## src/rtl/core/sfc_pkg.sv

```systemverilog
package sfc_pkg;

    // Default widths
    localparam int DEF_SAMPLE_BITS  = 16;
    localparam int DEF_CHANNEL_BITS = 8;

    // Q1.16 fraction of the color scale: 0 .. ONE_Q16
    localparam int FRAC_BITS = 16;
    localparam int Q_BITS    = FRAC_BITS + 1;
    localparam int ONE_Q16   = 1 << FRAC_BITS;
    localparam int HALF_Q16  = 1 << (FRAC_BITS - 1);

    // Rainbow hue: h6 = floor((21*u + 2) / 5), division done by reciprocal
    localparam int               HUE_SCALE  = 21;
    localparam int               HUE_ROUND  = 2;
    localparam int               HUE_X_BITS = 21;
    localparam logic [20:0]      RCP_DIV5   = 21'd1677722;
    localparam int               RCP_SHIFT  = 23;
    localparam int               HPROD_BITS = 2 * HUE_X_BITS;
    localparam int               H6_BITS    = 19;

    // Jet ramp breakpoints
    localparam logic signed [18:0] JET_OUTER = 19'sd49152;
    localparam logic signed [18:0] JET_INNER = 19'sd16384;
    localparam logic signed [18:0] JET_SHIFT = 19'sd32768;
    localparam logic signed [18:0] JET_ONE   = 19'sd65536;

    localparam int CFG_INDEX_BITS = 2;

    typedef enum logic [CFG_INDEX_BITS-1:0] {
        REG_LOW_BOUND  = 2'd0,
        REG_HIGH_BOUND = 2'd1,
        REG_MAP_MODE   = 2'd2,
        REG_BLUE_FIRST = 2'd3
    } cfg_reg_t;

    typedef enum logic [1:0] {
        MODE_RAINBOW = 2'd0,
        MODE_JET     = 2'd1,
        MODE_GRAY    = 2'd2
    } map_mode_t;

    typedef enum logic [2:0] {
        SECT_RED_YELLOW  = 3'd0,
        SECT_YELLOW_GRN  = 3'd1,
        SECT_GRN_CYAN    = 3'd2,
        SECT_CYAN_BLUE   = 3'd3,
        SECT_BLUE_MAG    = 3'd4,
        SECT_MAG_RED     = 3'd5
    } hue_sector_t;

    // Control that travels with each pipeline slot
    typedef struct packed {
        logic valid;
        logic range_error;
    } sfc_tag_t;

    // Piecewise-linear jet ramp, result in Q16
    function automatic logic [Q_BITS-1:0] jet_ramp(input logic signed [18:0] x);
        logic signed [18:0] rise;
        logic signed [18:0] fall;
        logic [Q_BITS-1:0]  res;
        rise = x + JET_OUTER;
        fall = JET_OUTER - x;
        if (x <= -JET_OUTER)
            res = '0;
        else if (x <= -JET_INNER)
            res = {rise[FRAC_BITS-1:0], 1'b0};
        else if (x <= JET_INNER)
            res = Q_BITS'(ONE_Q16);
        else if (x <= JET_OUTER)
            res = {fall[FRAC_BITS-1:0], 1'b0};
        else
            res = '0;
        return res;
    endfunction

endpackage

```

## src/rtl/core/sfc_sample_if.sv

```systemverilog
interface sfc_sample_if #(
    parameter int SAMPLE_BITS = sfc_pkg::DEF_SAMPLE_BITS
);
    logic                          valid;
    logic                          ready;
    logic signed [SAMPLE_BITS-1:0] sample;

    modport source (output valid, output sample, input ready);
    modport sink   (input valid, input sample, output ready);
endinterface

```

## src/rtl/core/sfc_pixel_if.sv

```systemverilog
interface sfc_pixel_if #(
    parameter int CHANNEL_BITS = sfc_pkg::DEF_CHANNEL_BITS
);
    logic                    valid;
    logic                    ready;
    logic [CHANNEL_BITS-1:0] chan0;
    logic [CHANNEL_BITS-1:0] chan1;
    logic [CHANNEL_BITS-1:0] chan2;
    logic                    range_error;

    modport source (output valid, output chan0, output chan1, output chan2,
                    output range_error, input ready);
    modport sink   (input valid, input chan0, input chan1, input chan2,
                    input range_error, output ready);
endinterface

```

## src/rtl/core/sfc_divider.sv

```systemverilog
module sfc_divider #(
    parameter int SAMPLE_BITS = sfc_pkg::DEF_SAMPLE_BITS
) (
    input  logic                       clk,
    input  logic                       rst_n,
    input  logic                       advance,
    input  sfc_pkg::sfc_tag_t          in_tag,
    input  logic [SAMPLE_BITS-1:0]     numer,
    input  logic [SAMPLE_BITS-1:0]     divisor,
    output sfc_pkg::sfc_tag_t          out_tag,
    output logic [sfc_pkg::Q_BITS-1:0] quotient
);
    import sfc_pkg::*;

    localparam int NUM_W = SAMPLE_BITS + Q_BITS;
    localparam int LAST  = Q_BITS - 1;

    // Rounded dividend: numer * 2^16 + divisor / 2
    logic [NUM_W-1:0] dividend;
    assign dividend = NUM_W'({numer, {FRAC_BITS{1'b0}}}) + NUM_W'(divisor >> 1);

    sfc_tag_t               tag_reg  [Q_BITS];
    logic [SAMPLE_BITS-1:0] rem_reg  [Q_BITS];
    logic [Q_BITS-1:0]      bits_reg [Q_BITS];

    sfc_tag_t               tag_in   [Q_BITS];
    logic [SAMPLE_BITS-1:0] rem_in   [Q_BITS];
    logic [Q_BITS-1:0]      bits_in  [Q_BITS];
    logic [SAMPLE_BITS:0]   trial    [Q_BITS];
    logic                   fits     [Q_BITS];
    logic [SAMPLE_BITS-1:0] rem_next [Q_BITS];
    logic [Q_BITS-1:0]      bits_next[Q_BITS];

    // One restoring step per stage; dividend bits shift out at the top while
    // quotient bits shift in at the bottom of the same word.
    for (genvar k = 0; k < Q_BITS; k++)
    begin : g_step
        if (k == 0)
        begin : g_head
            assign tag_in[k]  = in_tag;
            assign rem_in[k]  = dividend[NUM_W-1:Q_BITS];
            assign bits_in[k] = dividend[Q_BITS-1:0];
        end
        else
        begin : g_body
            assign tag_in[k]  = tag_reg[k-1];
            assign rem_in[k]  = rem_reg[k-1];
            assign bits_in[k] = bits_reg[k-1];
        end

        assign trial[k]     = {rem_in[k], bits_in[k][Q_BITS-1]};
        assign fits[k]      = trial[k] >= {1'b0, divisor};
        assign rem_next[k]  = fits[k] ? SAMPLE_BITS'(trial[k] - {1'b0, divisor})
                                      : trial[k][SAMPLE_BITS-1:0];
        assign bits_next[k] = {bits_in[k][Q_BITS-2:0], fits[k]};

        always_ff @(posedge clk or negedge rst_n)
        begin
            if (!rst_n)
                tag_reg[k] <= '0;
            else if (advance)
                tag_reg[k] <= tag_in[k];
        end

        always_ff @(posedge clk)
        begin
            if (advance)
            begin
                rem_reg[k]  <= rem_next[k];
                bits_reg[k] <= bits_next[k];
            end
        end
    end

    assign out_tag  = tag_reg[LAST];
    assign quotient = bits_reg[LAST];

    a_rem_below_divisor: assert property (@(posedge clk) disable iff (!rst_n)
        tag_reg[LAST].valid && !tag_reg[LAST].range_error |-> rem_reg[LAST] < divisor)
        else $error("divider remainder not below divisor");

endmodule

```

## src/rtl/core/scalar_to_false_color.sv

```systemverilog
// Throughput: one sample per cycle; the whole pipeline holds while the output stalls.
// Depth: one front stage, 17 divider stages (one quotient bit each), three color stages.
// Reset (rst_n, async, active low) empties the pipeline and loads the register
// defaults: low bound 0, high bound 1, rainbow mode, red-green-blue order.
module scalar_to_false_color #(
    parameter int SAMPLE_BITS  = sfc_pkg::DEF_SAMPLE_BITS,
    parameter int CHANNEL_BITS = sfc_pkg::DEF_CHANNEL_BITS
) (
    input  logic                               clk,
    input  logic                               rst_n,
    input  logic                               cfg_write,
    input  logic [sfc_pkg::CFG_INDEX_BITS-1:0] cfg_index,
    input  logic [SAMPLE_BITS-1:0]             cfg_data,
    sfc_sample_if.sink                         samples,
    sfc_pixel_if.source                        pixels
);
    import sfc_pkg::*;

    localparam int                      SCALE_BITS = Q_BITS + CHANNEL_BITS + 1;
    localparam logic [CHANNEL_BITS-1:0] CH_MAX     = '1;

    // ------------------------------------------------------------------
    // Configuration registers, read directly, not copied. Writes must
    // arrive only while the pipeline is empty; the block does not check.
    // ------------------------------------------------------------------
    logic signed [SAMPLE_BITS-1:0] low_bound_reg;
    logic signed [SAMPLE_BITS-1:0] high_bound_reg;
    logic [1:0]                    map_mode_reg;
    logic                          blue_first_reg;

    always_ff @(posedge clk or negedge rst_n)
    begin
        if (!rst_n)
        begin
            low_bound_reg  <= '0;
            high_bound_reg <= SAMPLE_BITS'(1);
            map_mode_reg   <= MODE_RAINBOW;
            blue_first_reg <= 1'b0;
        end
        else if (cfg_write)
        begin
            case (cfg_index)
                REG_LOW_BOUND:  low_bound_reg  <= cfg_data;
                REG_HIGH_BOUND: high_bound_reg <= cfg_data;
                REG_MAP_MODE:   map_mode_reg   <= cfg_data[1:0];
                REG_BLUE_FIRST: blue_first_reg <= cfg_data[0];
                default:        ;
            endcase
        end
    end

    // ------------------------------------------------------------------
    // Flow control: every stage advances together whenever the output
    // register is empty or its transaction completes this cycle. Bubbles
    // travel as invalid slots, so nothing is dropped or repeated on a stall.
    // ------------------------------------------------------------------
    logic advance;
    assign advance       = !pixels.valid || pixels.ready;
    assign samples.ready = advance;

    // ------------------------------------------------------------------
    // Front stage: span of the bounds, range check, clamp the sample offset
    // into [0, span].
    // ------------------------------------------------------------------
    logic signed [SAMPLE_BITS:0]   span;
    logic signed [SAMPLE_BITS:0]   offset;
    logic                          bad_range;
    logic [SAMPLE_BITS-1:0]        clamped;
    logic [SAMPLE_BITS-1:0]        divisor;

    assign span      = $signed({high_bound_reg[SAMPLE_BITS-1], high_bound_reg})
                     - $signed({low_bound_reg[SAMPLE_BITS-1], low_bound_reg});
    assign offset    = $signed({samples.sample[SAMPLE_BITS-1], samples.sample})
                     - $signed({low_bound_reg[SAMPLE_BITS-1], low_bound_reg});
    assign bad_range = span[SAMPLE_BITS] || (span == '0);
    assign divisor   = span[SAMPLE_BITS-1:0];

    always_comb
    begin
        if (offset[SAMPLE_BITS])
            clamped = '0;
        else if (offset > span)
            clamped = span[SAMPLE_BITS-1:0];
        else
            clamped = offset[SAMPLE_BITS-1:0];
    end

    sfc_tag_t               front_tag_reg;
    logic [SAMPLE_BITS-1:0] front_num_reg;

    always_ff @(posedge clk or negedge rst_n)
    begin
        if (!rst_n)
            front_tag_reg <= '0;
        else if (advance)
            front_tag_reg <= '{valid: samples.valid, range_error: bad_range};
    end

    always_ff @(posedge clk)
    begin
        if (advance)
            front_num_reg <= clamped;
    end

    // ------------------------------------------------------------------
    // Divider: t = round(offset * 2^16 / span), Q1.16 in 0 .. 65536.
    // ------------------------------------------------------------------
    sfc_tag_t          div_tag;
    logic [Q_BITS-1:0] div_t;

    sfc_divider #(
        .SAMPLE_BITS (SAMPLE_BITS)
    ) u_divider (
        .clk      (clk),
        .rst_n    (rst_n),
        .advance  (advance),
        .in_tag   (front_tag_reg),
        .numer    (front_num_reg),
        .divisor  (divisor),
        .out_tag  (div_tag),
        .quotient (div_t)
    );

    // ------------------------------------------------------------------
    // Color stage 1: rainbow hue. h6 = hue/60 in Q16, taken as
    // (21*(1-t) + 2) / 5 through a multiply by the reciprocal of five.
    // ------------------------------------------------------------------
    logic [Q_BITS-1:0]     hue_u;
    logic [HUE_X_BITS-1:0] hue_x;

    assign hue_u = Q_BITS'(ONE_Q16) - div_t;
    assign hue_x = HUE_X_BITS'(hue_u * HUE_SCALE + HUE_ROUND);

    sfc_tag_t              c1_tag_reg;
    logic [Q_BITS-1:0]     c1_t_reg;
    logic [HPROD_BITS-1:0] c1_hprod_reg;

    always_ff @(posedge clk or negedge rst_n)
    begin
        if (!rst_n)
            c1_tag_reg <= '0;
        else if (advance)
            c1_tag_reg <= div_tag;
    end

    always_ff @(posedge clk)
    begin
        if (advance)
        begin
            c1_t_reg     <= div_t;
            c1_hprod_reg <= hue_x * RCP_DIV5;
        end
    end

    // ------------------------------------------------------------------
    // Color stage 2: per-mode red, green and blue in Q16.
    // ------------------------------------------------------------------
    logic [H6_BITS-1:0]    h6;
    logic [2:0]            sector;
    logic [Q_BITS-1:0]     frac;
    logic [Q_BITS-1:0]     frac_inv;
    logic signed [18:0]    jet_v;
    logic [Q_BITS-1:0]     red_q;
    logic [Q_BITS-1:0]     green_q;
    logic [Q_BITS-1:0]     blue_q;

    assign h6       = c1_hprod_reg[RCP_SHIFT +: H6_BITS];
    assign sector   = h6[H6_BITS-1:FRAC_BITS];
    assign frac     = {1'b0, h6[FRAC_BITS-1:0]};
    assign frac_inv = Q_BITS'(ONE_Q16) - frac;
    assign jet_v    = $signed({1'b0, c1_t_reg, 1'b0}) - JET_ONE;

    always_comb
    begin
        red_q   = c1_t_reg;
        green_q = c1_t_reg;
        blue_q  = c1_t_reg;
        case (map_mode_reg)
            MODE_RAINBOW:
            begin
                case (sector)
                    SECT_RED_YELLOW:
                    begin
                        red_q = Q_BITS'(ONE_Q16); green_q = frac; blue_q = '0;
                    end
                    SECT_YELLOW_GRN:
                    begin
                        red_q = frac_inv; green_q = Q_BITS'(ONE_Q16); blue_q = '0;
                    end
                    SECT_GRN_CYAN:
                    begin
                        red_q = '0; green_q = Q_BITS'(ONE_Q16); blue_q = frac;
                    end
                    SECT_CYAN_BLUE:
                    begin
                        red_q = '0; green_q = frac_inv; blue_q = Q_BITS'(ONE_Q16);
                    end
                    SECT_BLUE_MAG:
                    begin
                        red_q = frac; green_q = '0; blue_q = Q_BITS'(ONE_Q16);
                    end
                    default:
                    begin
                        red_q = Q_BITS'(ONE_Q16); green_q = '0; blue_q = frac_inv;
                    end
                endcase
            end
            MODE_JET:
            begin
                red_q   = jet_ramp(jet_v - JET_SHIFT);
                green_q = jet_ramp(jet_v);
                blue_q  = jet_ramp(jet_v + JET_SHIFT);
            end
            default:
            begin
                // gray, and the unused mode code behaves as gray
                red_q   = c1_t_reg;
                green_q = c1_t_reg;
                blue_q  = c1_t_reg;
            end
        endcase
    end

    sfc_tag_t          c2_tag_reg;
    logic [Q_BITS-1:0] c2_red_reg;
    logic [Q_BITS-1:0] c2_green_reg;
    logic [Q_BITS-1:0] c2_blue_reg;

    always_ff @(posedge clk or negedge rst_n)
    begin
        if (!rst_n)
            c2_tag_reg <= '0;
        else if (advance)
            c2_tag_reg <= c1_tag_reg;
    end

    always_ff @(posedge clk)
    begin
        if (advance)
        begin
            c2_red_reg   <= red_q;
            c2_green_reg <= green_q;
            c2_blue_reg  <= blue_q;
        end
    end

    // ------------------------------------------------------------------
    // Color stage 3: scale Q16 to the channel range with rounding, pick the
    // channel order, force zero on a bad range. This is the output register.
    // ------------------------------------------------------------------
    function automatic logic [CHANNEL_BITS-1:0] scale_chan(input logic [Q_BITS-1:0] x);
        logic [SCALE_BITS-1:0] acc;
        acc = SCALE_BITS'({x, {CHANNEL_BITS{1'b0}}}) - SCALE_BITS'(x)
            + SCALE_BITS'(HALF_Q16);
        return acc[FRAC_BITS +: CHANNEL_BITS];
    endfunction

    logic [CHANNEL_BITS-1:0] red_c;
    logic [CHANNEL_BITS-1:0] green_c;
    logic [CHANNEL_BITS-1:0] blue_c;
    logic [CHANNEL_BITS-1:0] chan0_next;
    logic [CHANNEL_BITS-1:0] chan1_next;
    logic [CHANNEL_BITS-1:0] chan2_next;

    assign red_c   = scale_chan(c2_red_reg);
    assign green_c = scale_chan(c2_green_reg);
    assign blue_c  = scale_chan(c2_blue_reg);

    always_comb
    begin
        chan1_next = green_c;
        if (blue_first_reg)
        begin
            chan0_next = blue_c;
            chan2_next = red_c;
        end
        else
        begin
            chan0_next = red_c;
            chan2_next = blue_c;
        end
        if (c2_tag_reg.range_error)
        begin
            chan0_next = '0;
            chan1_next = '0;
            chan2_next = '0;
        end
    end

    logic                    out_valid_reg;
    logic                    out_error_reg;
    logic [CHANNEL_BITS-1:0] out_chan0_reg;
    logic [CHANNEL_BITS-1:0] out_chan1_reg;
    logic [CHANNEL_BITS-1:0] out_chan2_reg;

    always_ff @(posedge clk or negedge rst_n)
    begin
        if (!rst_n)
            out_valid_reg <= 1'b0;
        else if (advance)
            out_valid_reg <= c2_tag_reg.valid;
    end

    always_ff @(posedge clk)
    begin
        if (advance)
        begin
            out_error_reg <= c2_tag_reg.range_error;
            out_chan0_reg <= chan0_next;
            out_chan1_reg <= chan1_next;
            out_chan2_reg <= chan2_next;
        end
    end

    assign pixels.valid       = out_valid_reg;
    assign pixels.range_error = out_error_reg;
    assign pixels.chan0       = out_chan0_reg;
    assign pixels.chan1       = out_chan1_reg;
    assign pixels.chan2       = out_chan2_reg;

    // ------------------------------------------------------------------
    // Checks
    // ------------------------------------------------------------------
    a_t_in_range: assert property (@(posedge clk) disable iff (!rst_n)
        c1_tag_reg.valid && !c1_tag_reg.range_error |-> c1_t_reg <= Q_BITS'(ONE_Q16))
        else $error("normalized sample above one");

    a_error_blank: assert property (@(posedge clk) disable iff (!rst_n)
        pixels.valid && pixels.range_error
            |-> pixels.chan0 == '0 && pixels.chan1 == '0 && pixels.chan2 == '0)
        else $error("range error pixel not blank");

    a_gray_equal: assert property (@(posedge clk) disable iff (!rst_n)
        pixels.valid && !pixels.range_error && map_mode_reg == MODE_GRAY
            |-> pixels.chan0 == pixels.chan1 && pixels.chan1 == pixels.chan2)
        else $error("gray pixel channels differ");

    a_rainbow_full: assert property (@(posedge clk) disable iff (!rst_n)
        pixels.valid && !pixels.range_error && map_mode_reg == MODE_RAINBOW
            |-> pixels.chan0 == CH_MAX || pixels.chan1 == CH_MAX
                || pixels.chan2 == CH_MAX)
        else $error("rainbow pixel has no saturated channel");

endmodule
```

## src/flat_wrapper.sv

```systemverilog
// flat-port wrapper written by rule: the top's interface ports become plain ports
module scalar_to_false_color_flat import sfc_pkg::*;
#(
    parameter int SAMPLE_BITS  = sfc_pkg::DEF_SAMPLE_BITS,
    parameter int CHANNEL_BITS = sfc_pkg::DEF_CHANNEL_BITS
)
  (clk, rst_n, cfg_write, cfg_index, cfg_data, samples_valid, samples_sample, samples_ready, pixels_valid, pixels_chan0, pixels_chan1, pixels_chan2, pixels_range_error, pixels_ready);
  sfc_sample_if #(.SAMPLE_BITS(SAMPLE_BITS)) samples_i ();
  sfc_pixel_if #(.CHANNEL_BITS(CHANNEL_BITS)) pixels_i ();
  input  logic clk;
  input  logic rst_n;
  input  logic cfg_write;
  input  logic [sfc_pkg::CFG_INDEX_BITS-1:0] cfg_index;
  input  logic [SAMPLE_BITS-1:0] cfg_data;
  input wire logic [$bits(samples_i.valid)-1:0] samples_valid;
  input wire logic [$bits(samples_i.sample)-1:0] samples_sample;
  output wire logic [$bits(samples_i.ready)-1:0] samples_ready;
  output wire logic [$bits(pixels_i.valid)-1:0] pixels_valid;
  output wire logic [$bits(pixels_i.chan0)-1:0] pixels_chan0;
  output wire logic [$bits(pixels_i.chan1)-1:0] pixels_chan1;
  output wire logic [$bits(pixels_i.chan2)-1:0] pixels_chan2;
  output wire logic [$bits(pixels_i.range_error)-1:0] pixels_range_error;
  input wire logic [$bits(pixels_i.ready)-1:0] pixels_ready;
  assign samples_i.valid = samples_valid;
  assign samples_i.sample = samples_sample;
  assign samples_ready = samples_i.ready;
  assign pixels_valid = pixels_i.valid;
  assign pixels_chan0 = pixels_i.chan0;
  assign pixels_chan1 = pixels_i.chan1;
  assign pixels_chan2 = pixels_i.chan2;
  assign pixels_range_error = pixels_i.range_error;
  assign pixels_i.ready = pixels_ready;
  scalar_to_false_color #(.SAMPLE_BITS(SAMPLE_BITS), .CHANNEL_BITS(CHANNEL_BITS)) u_core (.clk(clk), .rst_n(rst_n), .cfg_write(cfg_write), .cfg_index(cfg_index), .cfg_data(cfg_data), .samples(samples_i), .pixels(pixels_i));
endmodule
```

## config.mk

```make
export PLATFORM = sky130hd
export DESIGN_NAME = scalar_to_false_color_flat
export DESIGN_NICKNAME = d
export VERILOG_FILES = /design/src/rtl/core/sfc_pkg.sv /design/src/rtl/core/sfc_sample_if.sv /design/src/rtl/core/sfc_pixel_if.sv /design/src/rtl/core/sfc_divider.sv /design/src/rtl/core/scalar_to_false_color.sv /design/src/flat_wrapper.sv
export SDC_FILE = /design/constraint.sdc
export NUM_CORES = 2
export LEC_CHECK = 0
export BUFFER_PORTS_ARGS = -buffer_cell sky130_fd_sc_hd__clkbuf_2
export CAP_MARGIN = 0
export CELL_PAD_IN_SITES_DETAIL_PLACEMENT = 0
export CELL_PAD_IN_SITES_GLOBAL_PLACEMENT = 1
export CORE_UTILIZATION = 45
export DETAILED_ROUTE_END_ITERATION = 12
export MAX_ROUTING_LAYER = met4
export PLACE_DENSITY = 0.74
export SYNTH_ARGS = -nofsm -noshare
export SYNTH_HDL_FRONTEND = slang
export SYNTH_SLANG_ARGS = --single-unit
```

## constraint.sdc

```tcl
create_clock -name clk -period 56.4 [get_ports clk]
set_clock_uncertainty 0.05 [all_clocks]
set_input_delay 8.46 -clock clk [delete_from_list [all_inputs] [get_ports clk]]
set_output_delay 8.46 -clock clk [all_outputs]
set_load 0.05 [all_outputs]
```

## Yosys cells after proc, flatten, opt, wreduce, memory -nomap -nowiden

Memory sizes are Yosys's and may differ from the RTL's.
Index checks and enable logic that the tools add are counted.

- Add/sub/neg operators: 38
- $mul: 2
- $lt $le $gt $ge: 30
- Eq/ne operators: 8
- Muxes and demuxes: 40
- Reductions and logical operators: 15

Operators with widths:

| cell | count |
|---|---|
| $ge A17 B16 Y1 | 17 |
| $mux W16 | 18 |
| $sub A16 B16 Y16 | 17 |
| $mux W17 | 12 |
| $pmux W17 S3 | 3 |
| $le A19 B17 Y1 const B | 6 |
| $pmux W17 S2 | 3 |
| $add A24 B16 Y24 const B | 3 |
| $sub A24 B17 Y24 | 3 |
| $le A19 B15 Y1 const B | 3 |
| $le A19 B16 Y1 const B | 3 |
| $add A16 B15 Y16 const B | 3 |
| $sub A15 B16 Y16 const A | 3 |
| $mul A21 B20 Y41 const B | 1 |
| $sub A16 B16 Y17 | 2 |
| $add A32 B15 Y33 | 1 |
| $add A21 B2 Y21 const B | 1 |
| $mul A17 B5 Y21 const B | 1 |
| $add A19 B17 Y19 const B | 1 |
| $sub A18 B17 Y19 const B | 1 |
| $sub A19 B17 Y19 const B | 1 |
| $gt A17 B17 Y1 | 1 |
| $logic_not A17 Y1 | 1 |
| $sub A17 B16 Y17 const A | 1 |
| 14 further kinds | 27 |

- Bits in registers: 226
- RAM bits: 561
- Input port bits: 39
- Output and inout bits: 27
- Word-level logic and storage cells: 190
- Memories: 2

Memories:

| name | depth | width | read ports | clocked after Yosys merged registers in | write ports | RTL line | text |
|---|---|---|---|---|---|---|---|
| u_core.u_divider.bits_reg | 17 | 17 | 17 | 0 | 17 | sfc_divider.sv:24 | `logic [Q_BITS-1:0] bits_reg [Q_BITS];` |
| u_core.u_divider.rem_reg | 17 | 16 | 16 | 0 | 17 | sfc_divider.sv:23 | `logic [SAMPLE_BITS-1:0] rem_reg [Q_BITS];` |

## Logic depth before layout (Yosys ltp)

- Depth after elaboration: 8
- Depth in mapped cells: 42
- Depth with buffers taken out: 41

## Hierarchy

Synthesis repeated with hierarchy kept, for this count alone.

- Cells, all modules: 4894
- Area total of the unflattened synthesis: 54262.0 µm²

By module, submodules not included:

| module | instances | cells each | area an instance (µm²) | seq. area each (µm²) |
|---|---|---|---|---|
| sfc_divider | 1 | 2608 | 32496.2 | 17186.5 |
| scalar_to_false_color | 1 | 2286 | 21765.9 | 4895.9 |

## Worst setup path before layout

Ideal clock, no wire load.

- Kind: in2out
- Start point: input pixels_ready
- End point: output samples_ready
- Arrival time: 27.290 ns
- Data required time: 47.890 ns
- Slack: 20.600 ns
- Cell stages on the path: 3
- Path buffers: 1
- Path through: nor2b_1 -> clkinv_1 -> clkbuf_1

- Word-level cells in the longest chain between the ends: 1

RTL lines:

| what | RTL line | text |
|---|---|---|
| from (decl) | flat_wrapper.sv:23 | `input wire logic [$bits(pixels_i.ready)-1:0] pixels_ready;` |
| $logic_or A1 B1 Y1 | scalar_to_false_color.sv:58 | `assign advance = !pixels.valid \|\| pixels.ready;` |
| to (decl) | flat_wrapper.sv:17 | `output wire logic [$bits(samples_i.ready)-1:0] samples_ready;` |

No other way between the ends.

## Final worst setup path

Same ends and word-level chain as after synthesis.

==> metrics <==
vias in the first global route 34898; unrepaired setup endpoints after global routing no; register area share after synthesis 41.6%; Post-Syn Instances 4799; Yosys warnings 0; hold slack between 0.3 and 0.4 ns; Clock Tree Root clkbuf_16; drt drc 0; Crit path top cell by count clkbuf_2; R2R setup slack 44.71 ns; Vias 35366; initial antenna violation count 0; Top Metal Used met4; Final min period 18.76 ns; Crit Path Class input pin to output port; Slew @ Worst Pin between 1 and 1.5 ns; fillers 10438; FF-to-FF Start u_core.u_divider.bits_reg[0][272]; Diodes inserted 0; max reg flops 288; post-route antenna net violation count 0; WL met3 3.93 mm; leading area contributor after synthesis edfxtp_1; routed wl met2 57.4 mm; mux cell area share after synthesis 4.56%; Die X 345 um; Post-Route M1 WL 55.2 mm; FP Rows 125; CTS Buffer Depth 3; Overflow after GRT 0; Critical Path AT 10.25 ns; Main synth FF type edfxtp_1; area grow syn2layout 9.58%; Via density 5.45; synthesis-stage register bit count 748; CP Capture Type output port; Final TNS setup 0 ns; core area between 100000 and 150000 um2; Synth Area in XOR/XNOR 6.26%; RD Place Congestion around 0.89; cts bufs inserted 83; CTS sink count 748; TritonRoute pass-1 iters 5; Post-Route WL 119 mm; HP Class register to register; post-CTS resize count 0; postcts setup bufs 0; Max H-tree Level 3; r2r endpoint u_core.c1_hprod_reg[28]; slowest cell on the critical path nor2b_4; Synth cell types 79; Post-Syn Area around 53000 um2; Critical Path Fanout Max 135; initial DRC count between 2000 and 2500; period utilization 33.3%; Die Span Y 345 um; Clk Latency, worst-skew pair roughly 0.68 ns; Fin. Hold Viols 0; Fmax 53.3 MHz; drt wl/cell 18.4 um; Layout Nets 5775; CTS Hold Bufs 0; CP max stage delay 0.74 ns; wire length of the first global-routing pass 191 mm; top cells by count, synth edfxtp_1 (672), ha_1 (662), inv_1 (478), nand2_1 (351), nor2_1 (299); async set-reset flop share out of synthesis 10.2%; Boundary Pins 66; CP Capture Point samples_ready; Initial Util between 40% and 50%; post-DP HPWL 88.6 mm; pin count of the biggest net entering global routing about 140; Post-Synth Simple-Gate Area 10.3%; Buffers on Ports 65; placed cell area 55300 um2; Max-Slew Margin vs Limit 21.6%; worst path cell trace clkbuf_2, nor2b_4, inv_8, clkbuf_2; Adder-Cell Fraction of Synth Area 22.2%; complex-gate fraction of the synthesized area 11.0%; Reg2Reg Depth 41; syn nets 5675; cell with the most instances after synthesis edfxtp_1; Mean Syn Cell Area between 10 and 15 um2; largest family of logic cells by synthesized area adder cells; top-area cell type share of the netlist area 38.0%; final cell area excluding filler cells 58100 um2; die area between 100000 and 150000 um2; CTS tree yes; number of synthesized flops with an enable pin between 600 and 700; crit start category input pin; fin. max-slew vios 0; status complete, no violations; ranking of synthesized cells by area edfxtp_1 (38%), ha_1 (16%), fa_1 (6.6%); worst endpoint required time 47.89 ns; Worst Setup SP pixels_ready; Max-Cap Viols 0; Total GRT Usage 20.6%; share of layout cells above drive strength 1 9.36%; Worst-path clk slew 0.06 ns; Final setup viols 0
## layout make-up
cell class	instances	area (um2)	share of cell area [%]
clock inverter	57	682	1.17
clock buffer	97	2160	3.72
timing repair buffer	109	658	1.13
inverter	479	1810	3.11
multi-input combinational	3478	28800	49.6
tap	1524	1910	3.28
sequential	748	22100	38.0
## layer usage
layer  vias up  GRT usage, %
li1      17603             -
met5         -             -
met2       540          34.0
met4         0          5.32
met1     17041          27.0
met3       182          2.44
## how the worst min path moves through the flow
stage                                 startpoint                                end  slack, ns  cells past startpoint
2_1_floorplan   u_core.u_divider.bits_reg[0][82]  u_core.u_divider.bits_reg[0][100]       0.35                      0
3_3_place_gp   u_core.u_divider.bits_reg[0][188]  u_core.u_divider.bits_reg[0][206]       0.35                      0
3_5_place_dp    u_core.u_divider.bits_reg[0][82]  u_core.u_divider.bits_reg[0][100]       0.35                      0
4_1_cts        u_core.u_divider.bits_reg[0][250]  u_core.u_divider.bits_reg[0][268]       0.32                      0
5_1_grt        u_core.u_divider.bits_reg[0][250]  u_core.u_divider.bits_reg[0][268]       0.32                      0
6_report       u_core.u_divider.bits_reg[0][250]  u_core.u_divider.bits_reg[0][268]       0.32                      0
## layout by cell type, fill, tap and decap left out, types with 13 or more instances in the layout
cell type,count
edfxtp_1,672
fa_1,175
nand4_1,56
xnor2_1,249
mux2i_1,28
buf_4,45
o21ai_0,178
o21bai_1,33
clkbuf_2,64
nor2b_1,41
a21o_1,109
o41ai_1,18
clkinv_2,15
clkinv_1,14
mux2_2,190
xor2_1,130
or3_1,47
and4_1,17
o221ai_1,45
nor2_1,299
nor4_1,21
o21a_1,48
clkbuf_16,84
nor3_1,136
o2111ai_1,13
ha_1,662
inv_1,477
and2_1,21
dfrtp_1,75
nand2_1,351
o31ai_1,26
and3_1,30
nand2b_1,44
a21oi_1,259
nand3_1,50
a211oi_1,20
a31oi_1,16
## critical path, delay by kind of cell
kind,cells,cell delay [ns]
and+or+nand+nor,1,0.74
buffers and inverters,3,1.00
## metrics by stage
stage | cells | utilization [%] | setup slack (ns)
after floorplan | 4799 | - | 20.60
after global placement | 6338 | 47.5 | 37.63
after detailed placement | 6338 | 47.5 | 37.62
after CTS | 6492 | 49.9 | 37.61
after global routing | 6492 | 49.9 | 37.46
final | 6492 | 49.9 | 37.64
## logic make-up (layout without fill, tap and decap cells)
family,after synthesis,after routing
fa+ha+maj,837,837
compound gates,889,889
xor+xnor,379,379
buf+inv,573,742
mux,218,218
flops,748,748
simple gates,1155,1155
Power is left out: the tool's default activity adds up to more than one toggle a clock period on the data nets, which glitch-free logic cannot reach.
